==> config.mk <==
export PLATFORM = sky130hd
export DESIGN_NAME = checked_row_major_address_flat
export DESIGN_NICKNAME = d
export VERILOG_FILES = /design/src/rtl/cram_pkg.sv /design/src/rtl/cram_ifs.sv /design/src/rtl/cram_lane.sv /design/src/rtl/cram_merge.sv /design/src/rtl/cram_mac.sv /design/src/rtl/checked_row_major_address.sv /design/src/flat_wrapper.sv
export SDC_FILE = /design/constraint.sdc
export NUM_CORES = 2
export LEC_CHECK = 0
export BUFFER_PORTS_ARGS = -buffer_cell sky130_fd_sc_hd__buf_2
export CORE_UTILIZATION = 60
export CTS_CLUSTER_SIZE = 25
export DETAILED_ROUTE_END_ITERATION = 8
export PLACE_DENSITY = 0.78
export SYNTH_ARGS = -nofsm -noshare
export SYNTH_HDL_FRONTEND = slang
export SYNTH_SLANG_ARGS = --single-unit
==> constraint.sdc <==
create_clock -name clk -period 13.9 [get_ports clk]
set_input_delay 0 -clock clk [delete_from_list [all_inputs] [get_ports clk]]
set_output_delay 0 -clock clk [all_outputs]
set_load 0.01 [all_outputs]
==> src/rtl/cram_pkg.sv <==
`default_nettype none

package cram_pkg;

    // field widths of the channels and registers
    localparam int INDEX_FIELDS = 4;
    localparam int DIM_W        = 2;
    localparam int RANK_W       = 3;
    localparam int IDX_W        = 32;
    localparam int EXT_W        = 12;
    localparam int BYTES_W      = 5;
    localparam int OFFSET_W     = 52;
    localparam int KIND_W       = 2;
    localparam int CFG_IDX_W    = 3;
    localparam int CFG_W        = 12;

    // fault codes
    localparam logic [KIND_W-1:0] FAULT_NONE   = 2'd0;
    localparam logic [KIND_W-1:0] FAULT_RANK   = 2'd1;
    localparam logic [KIND_W-1:0] FAULT_BOUNDS = 2'd2;

    // register indexes of the configuration port
    localparam logic [CFG_IDX_W-1:0] CFG_ARRAY_RANK    = 3'd0;
    localparam logic [CFG_IDX_W-1:0] CFG_EXTENT_0      = 3'd1;
    localparam logic [CFG_IDX_W-1:0] CFG_EXTENT_1      = 3'd2;
    localparam logic [CFG_IDX_W-1:0] CFG_EXTENT_2      = 3'd3;
    localparam logic [CFG_IDX_W-1:0] CFG_EXTENT_3      = 3'd4;
    localparam logic [CFG_IDX_W-1:0] CFG_ELEMENT_BYTES = 3'd5;

    // register reset values
    localparam logic [RANK_W-1:0]  ARRAY_RANK_RST    = 3'd2;
    localparam logic [BYTES_W-1:0] ELEMENT_BYTES_RST = 5'd8;

    // fault report carried down the pipeline
    typedef struct packed {
        logic [KIND_W-1:0]       kind;
        logic [DIM_W-1:0]        dim;
        logic signed [IDX_W-1:0] index;
        logic [EXT_W-1:0]        limit;
    } fault_t;

endpackage

`default_nettype wire

==> src/rtl/cram_ifs.sv <==
`default_nettype none

// access request channel
interface cram_req_if;
    logic                                 valid;
    logic                                 ready;
    logic [cram_pkg::RANK_W-1:0]          subscript_rank;
    logic signed [cram_pkg::IDX_W-1:0]    index_0;
    logic signed [cram_pkg::IDX_W-1:0]    index_1;
    logic signed [cram_pkg::IDX_W-1:0]    index_2;
    logic signed [cram_pkg::IDX_W-1:0]    index_3;

    modport source (
        output valid, subscript_rank, index_0, index_1, index_2, index_3,
        input  ready
    );
    modport sink (
        input  valid, subscript_rank, index_0, index_1, index_2, index_3,
        output ready
    );
endinterface

// address result channel
interface cram_rsp_if;
    logic                                 valid;
    logic                                 ready;
    logic [cram_pkg::OFFSET_W-1:0]        byte_offset;
    logic [cram_pkg::KIND_W-1:0]          fault_kind;
    logic [cram_pkg::DIM_W-1:0]           fault_dimension;
    logic signed [cram_pkg::IDX_W-1:0]    fault_index;
    logic [cram_pkg::EXT_W-1:0]           fault_limit;

    modport source (
        output valid, byte_offset, fault_kind, fault_dimension, fault_index,
               fault_limit,
        input  ready
    );
    modport sink (
        input  valid, byte_offset, fault_kind, fault_dimension, fault_index,
               fault_limit,
        output ready
    );
endinterface

`default_nettype wire

==> src/rtl/cram_lane.sv <==
`default_nettype none

// bounds check of one dimension
module cram_lane (
    input  wire logic signed [cram_pkg::IDX_W-1:0] index,
    input  wire logic [cram_pkg::EXT_W-1:0]        extent,
    output logic                                   in_range
);

    // non-negative and strictly below the extent
    assign in_range = !index[cram_pkg::IDX_W-1]
        && (index[cram_pkg::IDX_W-2:0]
            < {{(cram_pkg::IDX_W-1-cram_pkg::EXT_W){1'b0}}, extent});

endmodule

`default_nettype wire

==> src/rtl/cram_merge.sv <==
`default_nettype none

// rank check and first-fault selection over the lane results
module cram_merge (
    input  wire logic [cram_pkg::RANK_W-1:0]         subscript_rank,
    input  wire logic [cram_pkg::RANK_W-1:0]         array_rank,
    input  wire logic                                rank_too_big,
    input  wire logic [cram_pkg::INDEX_FIELDS-1:0]   in_range,
    input  wire logic [cram_pkg::IDX_W-1:0]          index [cram_pkg::INDEX_FIELDS],
    input  wire logic [cram_pkg::EXT_W-1:0]          extent [cram_pkg::INDEX_FIELDS],
    output cram_pkg::fault_t                         fault
);

    logic found;

    always_comb
    begin
        fault = '0;
        found = 1'b0;
        if ((subscript_rank != array_rank) || rank_too_big)
        begin
            // rank mismatch reports both ranks
            fault.kind  = cram_pkg::FAULT_RANK;
            fault.index = {{(cram_pkg::IDX_W-cram_pkg::RANK_W){1'b0}}, subscript_rank};
            fault.limit = {{(cram_pkg::EXT_W-cram_pkg::RANK_W){1'b0}}, array_rank};
        end
        else
        begin
            // lowest active dimension out of range wins
            for (int d = 0; d < cram_pkg::INDEX_FIELDS; d++)
            begin
                if (!found && (d < int'(array_rank)) && !in_range[d])
                begin
                    found       = 1'b1;
                    fault.kind  = cram_pkg::FAULT_BOUNDS;
                    fault.dim   = cram_pkg::DIM_W'(d);
                    fault.index = index[d];
                    fault.limit = extent[d];
                end
            end
        end
    end

endmodule

`default_nettype wire

==> src/rtl/cram_mac.sv <==
`default_nettype none

// one horner step: acc * extent + index, or pass when beyond the rank
module cram_mac #(
    parameter int ACC_W = 12
) (
    input  wire logic [ACC_W-1:0]                  acc_in,
    input  wire logic [cram_pkg::EXT_W-1:0]        extent,
    input  wire logic [cram_pkg::EXT_W-1:0]        index,
    input  wire logic                              active,
    output logic [ACC_W+cram_pkg::EXT_W-1:0]       acc_out
);

    logic [ACC_W+cram_pkg::EXT_W-1:0] prod;

    assign prod = acc_in * extent;

    always_comb
    begin
        if (active)
            acc_out = prod + {{ACC_W{1'b0}}, index};
        else
            acc_out = {{cram_pkg::EXT_W{1'b0}}, acc_in};
    end

endmodule

`default_nettype wire

==> src/rtl/checked_row_major_address.sv <==
// result path: each request is registered through stages 1 to 5, and stage 5 drives the result
// throughput: one request per cycle; the five-stage pipeline moves as long as
//   results are taken, and a stalled result blocks only the stages behind it
// reset: pipeline emptied, array_rank 2, all extents 0, element_bytes 8
`default_nettype none

module checked_row_major_address #(
    parameter int MAX_RANK    = 4,
    parameter int EXTENT_BITS = 12
) (
    input  wire logic                             clk,
    input  wire logic                             rst_n,
    input  wire logic                             cfg_we,
    input  wire logic [cram_pkg::CFG_IDX_W-1:0]   cfg_index,
    input  wire logic [cram_pkg::CFG_W-1:0]       cfg_data,
    cram_req_if.sink                              req,
    cram_rsp_if.source                            rsp
);

    localparam int NSTAGE   = 5;
    localparam int KEEP_W   = (EXTENT_BITS < cram_pkg::EXT_W) ? EXTENT_BITS : cram_pkg::EXT_W;
    localparam logic [cram_pkg::EXT_W-1:0] EXT_MASK =
        cram_pkg::EXT_W'((64'd1 << KEEP_W) - 64'd1);
    localparam int EW  = cram_pkg::EXT_W;
    localparam int A1W = EW;
    localparam int A2W = 2 * EW;
    localparam int A3W = 3 * EW;
    localparam int A4W = 4 * EW;
    localparam int PW  = A4W + cram_pkg::BYTES_W;

    // configuration registers
    logic [cram_pkg::RANK_W-1:0]  array_rank_reg;
    logic [EW-1:0]                extent_reg [cram_pkg::INDEX_FIELDS];
    logic [cram_pkg::BYTES_W-1:0] element_bytes_reg;

    always_ff @(posedge clk or negedge rst_n)
    begin
        if (!rst_n)
        begin
            array_rank_reg    <= cram_pkg::ARRAY_RANK_RST;
            element_bytes_reg <= cram_pkg::ELEMENT_BYTES_RST;
            for (int d = 0; d < cram_pkg::INDEX_FIELDS; d++)
            begin
                extent_reg[d] <= '0;
            end
        end
        else if (cfg_we)
        begin
            unique case (cfg_index)
                cram_pkg::CFG_ARRAY_RANK:
                    array_rank_reg <= cfg_data[cram_pkg::RANK_W-1:0];
                cram_pkg::CFG_EXTENT_0:
                    extent_reg[0] <= cfg_data & EXT_MASK;
                cram_pkg::CFG_EXTENT_1:
                    extent_reg[1] <= cfg_data & EXT_MASK;
                cram_pkg::CFG_EXTENT_2:
                    extent_reg[2] <= cfg_data & EXT_MASK;
                cram_pkg::CFG_EXTENT_3:
                    extent_reg[3] <= cfg_data & EXT_MASK;
                cram_pkg::CFG_ELEMENT_BYTES:
                    element_bytes_reg <= cfg_data[cram_pkg::BYTES_W-1:0];
                default:
                    ;
            endcase
        end
    end

    // pipeline flow control
    logic [NSTAGE-1:0] vld_reg;
    logic [NSTAGE-1:0] en;

    always_comb
    begin
        en[NSTAGE-1] = !vld_reg[NSTAGE-1] || rsp.ready;
        for (int k = NSTAGE - 2; k >= 0; k--)
        begin
            en[k] = !vld_reg[k] || en[k+1];
        end
    end

    assign req.ready = en[0];

    always_ff @(posedge clk or negedge rst_n)
    begin
        if (!rst_n)
        begin
            vld_reg <= '0;
        end
        else
        begin
            if (en[0])
                vld_reg[0] <= req.valid;
            for (int k = 1; k < NSTAGE; k++)
            begin
                if (en[k])
                    vld_reg[k] <= vld_reg[k-1];
            end
        end
    end

    // bounds lanes, one per dimension
    logic [cram_pkg::IDX_W-1:0]        idx [cram_pkg::INDEX_FIELDS];
    logic [cram_pkg::INDEX_FIELDS-1:0] in_range;

    assign idx[0] = req.index_0;
    assign idx[1] = req.index_1;
    assign idx[2] = req.index_2;
    assign idx[3] = req.index_3;

    for (genvar d = 0; d < cram_pkg::INDEX_FIELDS; d++)
    begin : g_lane
        cram_lane u_lane (
            .index    (idx[d]),
            .extent   (extent_reg[d]),
            .in_range (in_range[d])
        );
    end

    // merge of the lane results
    logic             rank_too_big;
    cram_pkg::fault_t fault;

    assign rank_too_big = (int'(array_rank_reg) > MAX_RANK)
        || (int'(array_rank_reg) > cram_pkg::INDEX_FIELDS);

    cram_merge u_merge (
        .subscript_rank (req.subscript_rank),
        .array_rank     (array_rank_reg),
        .rank_too_big   (rank_too_big),
        .in_range       (in_range),
        .index          (idx),
        .extent         (extent_reg),
        .fault          (fault)
    );

    // stage 1: fault report and horner seed
    cram_pkg::fault_t s1_fault_reg;
    logic [A1W-1:0]   s1_acc_reg;
    logic [EW-1:0]    s1_idx1_reg;
    logic [EW-1:0]    s1_idx2_reg;
    logic [EW-1:0]    s1_idx3_reg;

    always_ff @(posedge clk)
    begin
        if (en[0])
        begin
            s1_fault_reg <= fault;
            s1_acc_reg   <= (array_rank_reg != '0) ? idx[0][EW-1:0] : '0;
            s1_idx1_reg  <= idx[1][EW-1:0];
            s1_idx2_reg  <= idx[2][EW-1:0];
            s1_idx3_reg  <= idx[3][EW-1:0];
        end
    end

    // stage 2: dimension one
    logic [A2W-1:0]   mac1;
    cram_pkg::fault_t s2_fault_reg;
    logic [A2W-1:0]   s2_acc_reg;
    logic [EW-1:0]    s2_idx2_reg;
    logic [EW-1:0]    s2_idx3_reg;

    cram_mac #(.ACC_W(A1W)) u_mac1 (
        .acc_in  (s1_acc_reg),
        .extent  (extent_reg[1]),
        .index   (s1_idx1_reg),
        .active  (array_rank_reg > cram_pkg::RANK_W'(1)),
        .acc_out (mac1)
    );

    always_ff @(posedge clk)
    begin
        if (en[1])
        begin
            s2_fault_reg <= s1_fault_reg;
            s2_acc_reg   <= mac1;
            s2_idx2_reg  <= s1_idx2_reg;
            s2_idx3_reg  <= s1_idx3_reg;
        end
    end

    // stage 3: dimension two
    logic [A3W-1:0]   mac2;
    cram_pkg::fault_t s3_fault_reg;
    logic [A3W-1:0]   s3_acc_reg;
    logic [EW-1:0]    s3_idx3_reg;

    cram_mac #(.ACC_W(A2W)) u_mac2 (
        .acc_in  (s2_acc_reg),
        .extent  (extent_reg[2]),
        .index   (s2_idx2_reg),
        .active  (array_rank_reg > cram_pkg::RANK_W'(2)),
        .acc_out (mac2)
    );

    always_ff @(posedge clk)
    begin
        if (en[2])
        begin
            s3_fault_reg <= s2_fault_reg;
            s3_acc_reg   <= mac2;
            s3_idx3_reg  <= s2_idx3_reg;
        end
    end

    // stage 4: dimension three
    logic [A4W-1:0]   mac3;
    cram_pkg::fault_t s4_fault_reg;
    logic [A4W-1:0]   s4_acc_reg;

    cram_mac #(.ACC_W(A3W)) u_mac3 (
        .acc_in  (s3_acc_reg),
        .extent  (extent_reg[3]),
        .index   (s3_idx3_reg),
        .active  (array_rank_reg > cram_pkg::RANK_W'(3)),
        .acc_out (mac3)
    );

    always_ff @(posedge clk)
    begin
        if (en[3])
        begin
            s4_fault_reg <= s3_fault_reg;
            s4_acc_reg   <= mac3;
        end
    end

    // stage 5: element size scaling into the output register
    logic [PW-1:0]                 scaled;
    logic [cram_pkg::OFFSET_W-1:0] offset_reg;
    cram_pkg::fault_t              out_fault_reg;

    assign scaled = s4_acc_reg * element_bytes_reg;

    always_ff @(posedge clk)
    begin
        if (en[4])
        begin
            out_fault_reg <= s4_fault_reg;
            if (s4_fault_reg.kind == cram_pkg::FAULT_NONE)
                offset_reg <= scaled[cram_pkg::OFFSET_W-1:0];
            else
                offset_reg <= '0;
        end
    end

    // result channel
    assign rsp.valid           = vld_reg[NSTAGE-1];
    assign rsp.byte_offset     = offset_reg;
    assign rsp.fault_kind      = out_fault_reg.kind;
    assign rsp.fault_dimension = out_fault_reg.dim;
    assign rsp.fault_index     = out_fault_reg.index;
    assign rsp.fault_limit     = out_fault_reg.limit;

endmodule

`default_nettype wire
==> src/flat_wrapper.sv <==
// flat-port wrapper written by rule: the top's interface ports become plain ports
module checked_row_major_address_flat 
#(
    parameter int MAX_RANK    = 4,
    parameter int EXTENT_BITS = 12
)
  (clk, rst_n, cfg_we, cfg_index, cfg_data, req_valid, req_subscript_rank, req_index_0, req_index_1, req_index_2, req_index_3, req_ready, rsp_valid, rsp_byte_offset, rsp_fault_kind, rsp_fault_dimension, rsp_fault_index, rsp_fault_limit, rsp_ready);
  cram_req_if req_i ();
  cram_rsp_if rsp_i ();
  input  wire logic clk;
  input  wire logic rst_n;
  input  wire logic cfg_we;
  input  wire logic [cram_pkg::CFG_IDX_W-1:0] cfg_index;
  input  wire logic [cram_pkg::CFG_W-1:0] cfg_data;
  input wire logic [$bits(req_i.valid)-1:0] req_valid;
  input wire logic [$bits(req_i.subscript_rank)-1:0] req_subscript_rank;
  input wire logic [$bits(req_i.index_0)-1:0] req_index_0;
  input wire logic [$bits(req_i.index_1)-1:0] req_index_1;
  input wire logic [$bits(req_i.index_2)-1:0] req_index_2;
  input wire logic [$bits(req_i.index_3)-1:0] req_index_3;
  output wire logic [$bits(req_i.ready)-1:0] req_ready;
  output wire logic [$bits(rsp_i.valid)-1:0] rsp_valid;
  output wire logic [$bits(rsp_i.byte_offset)-1:0] rsp_byte_offset;
  output wire logic [$bits(rsp_i.fault_kind)-1:0] rsp_fault_kind;
  output wire logic [$bits(rsp_i.fault_dimension)-1:0] rsp_fault_dimension;
  output wire logic [$bits(rsp_i.fault_index)-1:0] rsp_fault_index;
  output wire logic [$bits(rsp_i.fault_limit)-1:0] rsp_fault_limit;
  input wire logic [$bits(rsp_i.ready)-1:0] rsp_ready;
  assign req_i.valid = req_valid;
  assign req_i.subscript_rank = req_subscript_rank;
  assign req_i.index_0 = req_index_0;
  assign req_i.index_1 = req_index_1;
  assign req_i.index_2 = req_index_2;
  assign req_i.index_3 = req_index_3;
  assign req_ready = req_i.ready;
  assign rsp_valid = rsp_i.valid;
  assign rsp_byte_offset = rsp_i.byte_offset;
  assign rsp_fault_kind = rsp_i.fault_kind;
  assign rsp_fault_dimension = rsp_i.fault_dimension;
  assign rsp_fault_index = rsp_i.fault_index;
  assign rsp_fault_limit = rsp_i.fault_limit;
  assign rsp_i.ready = rsp_ready;
  checked_row_major_address #(.MAX_RANK(MAX_RANK), .EXTENT_BITS(EXTENT_BITS)) u_core (.clk(clk), .rst_n(rst_n), .cfg_we(cfg_we), .cfg_index(cfg_index), .cfg_data(cfg_data), .req(req_i), .rsp(rsp_i));
endmodule
==> results.cfg <==
[outcome]
status = complete, but fails checks
violations = design-rule violations

[logic_synthesis]
yosys.area.top_type = fa_1
synth.net_count = 6879
synthCells = 5515
synth_seq_cells = 545
synth_commonest_cells = 1012 x inv_1, 892 x nand2_1, 830 x fa_1
synthFlopType = edfxtp_1
synth_top_area_share_pct = 29.6
async_reset_ff_share_pct = 11.2
avgSynthCellArea_um2 = 10.2
synth_edf_count = 484
yosysSeqAreaShare_pct = 28.6
synth_warnings = 0
synthTopCellsByArea = fa_1 30%, edfxtp_1 26%, ha_1 8.5%
synth_area_um2 = 56200
synth_most_common_cell = inv_1
yosysUniqueCellTypes = 96

[placed_design]
place_congestion = 0.961
place_hpwl_um = 110000
placed_cell_area_um2 = 58400
port_buffers = 252

[die]
die_area_um2 = 94900
die_h_um = 308
ios = 253
dieWidth_um = 308
rows = 111
core_um2 = 92200
start_util_pct = 60.9

[timing]
timing.final.crit_share_pct = 48.4
max_slew.worst_pin.slew_ns = 1.09
hold_viol = 0
rsz0062_at_grt = false
drv_slew = 0
setup_viol = 0
max_freq_mhz = 149
finalCriticalPeriod_ns = 6.72
tns_ns = 0
whs_ns = 0.0288
slew_headroom_pct = 27.4
clock_skew_ns = 0.0614

[clock_network]
root_buffer = clkbuf_16
path_clk_slew_ns = 0.07
cts_setup_buffers = 0
clk_latency_ns = 0.67
post_cts_resized = 0
numCtsBuffers = 55
ctsLongestPathBuffers = 3
htree_levels = 2
hold_buffers = 116
cts_sinks = 545
cts_tree = built

[finish]
largest_reg_flops = 52
area.growth.synth_to_final_pct = 9.40
register_area_um2 = 16100
fillers = 6918
multiInputGateArea_um2 = 35400
layout-drive-gt1-share_pct = 8.65
fin_area_um2 = 61500
nNetsFinal = 7084
fin_util_pct = 66.7

[critical_path]
critPathRequiredTime_ns = 14.35
critPathMaxFanout = 27
critPathKind = flip-flop to flip-flop
endpoint_kind = flip-flop
r2r_start = u_core.extent_reg[12]$_DFFE_PN0P_
startpoint = u_core.extent_reg[12]$_DFFE_PN0P_
cp.arrival_ns = 7.18
start_kind = flip-flop
reg2reg_depth = 19

[global_routing]
grt_start_max_net_pins = 68
grt_pass1_vias = 42100
met2_usage_pct = 50.7
grt_pass1_wl_um = 227000
grt_util_all_layers_pct = 30.9
grt-ovfl-total = 0
antenna_found_initial = 7
gr-usage-met3_pct = 5.74
met1_usage_pct = 40.3
top_usage_layer = met2

[routing]
dr.first_iter.drc_count = 3752
wl_um = 144000
ant_nets = 0
wl_per_cell_um = 20.6
drc = 16
vias = 40600
routed_via_density = 5.79
drtPass1Iterations = 9

[worst_hold_path]
hp-class = input port to async pin

[flow_run]
max_cap_viol_count = 0
## kinds of logic after synthesis
family                   after synthesis  synth area share, %
buffers and inverters               1274                 8.60
AO/OA/AOI/OAI                        610                 7.27
AND/OR/NAND/NOR                     1670                 14.0
multiplexers                          71                 1.41
flip-flops                           545                 28.6
XOR/XNOR                             132                 2.06
adder cells (fa/ha/maj)             1213                 38.1
## final timing paths
| path | end | slack (ns) |
|---|---|---|
| max | u_core.s3_acc_reg[35]$_SDFFCE_PP0P_ | 7.18 |
| min | u_core.vld_reg[0]$_DFFE_PN0P_ | 0.03 |
| max reg2reg | u_core.s3_acc_reg[35]$_SDFFCE_PP0P_ | 7.18 |
| min reg2reg | u_core.s2_fault_reg[33]$_DFFE_PP_ | 0.38 |
| max in group asynchronous | u_core.array_rank_reg[2]$_DFFE_PN0P_ | 13.15 |
| min in group clk | u_core.vld_reg[0]$_DFFE_PN0P_ | 0.10 |
## routing by layer
metal,routed length (um),vias up
met2,69200,2051
met1,54900,20200
met4,6690,8
li1,-,17900
met3,13400,462
met5,67,-
## stage by stage
step / instances / setup WS (ns)
after CTS: 7010 / 7.23
after floorplan: 5515 / 7.44
after global placement: 6790 / 7.41
after detailed placement: 6790 / 7.30
after global routing: 7011 / 6.85
final: 7013 / 7.18
## layout by cell type (no fill, tap or decap), types with 67 or more instances in the layout
cell type,Yosys,final
inv_1,1012,1011
dlygate4sd3_1,0,116
edfxtp_1,484,484
mux2_2,67,67
ha_1,383,383
a21oi_1,184,182
buf_2,8,252
xnor2_1,75,75
nand2_1,892,890
o21ai_0,107,107
fa_1,830,830
a21o_1,98,98
nor2_1,150,150
and2_1,413,413
## cell type report
class / count / area share [%]
clock buffer: 73 / 2.53
multi-input combinational: 3696 / 57.6
timing repair buffer: 410 / 4.45
clock inverter: 31 / 0.600
inverter: 1012 / 6.18
tap: 1243 / 2.53
antenna: 3 / 0.0122
sequential: 545 / 26.1
## critical path, stage by stage, from the launching register on
cell and delay [ns]:
dfrtp_1 1.06, nand2_1 0.22, fa_1 0.57, inv_1 0.06, fa_1 0.54, inv_1 0.07
fa_1 0.49, inv_1 0.05, fa_1 0.46, fa_1 0.49, ha_1 0.24, or3_4 0.40
o31ai_4 0.25, o31ai_2 0.14, o2bb2ai_2 0.18, a41oi_2 0.32, o21ai_2 0.12, a211o_1 0.32
a2111oi_0 0.37, o21bai_1 0.18
Power is left out: the tool's default activity adds up to more than one toggle a clock period on the data nets, which glitch-free logic cannot reach.
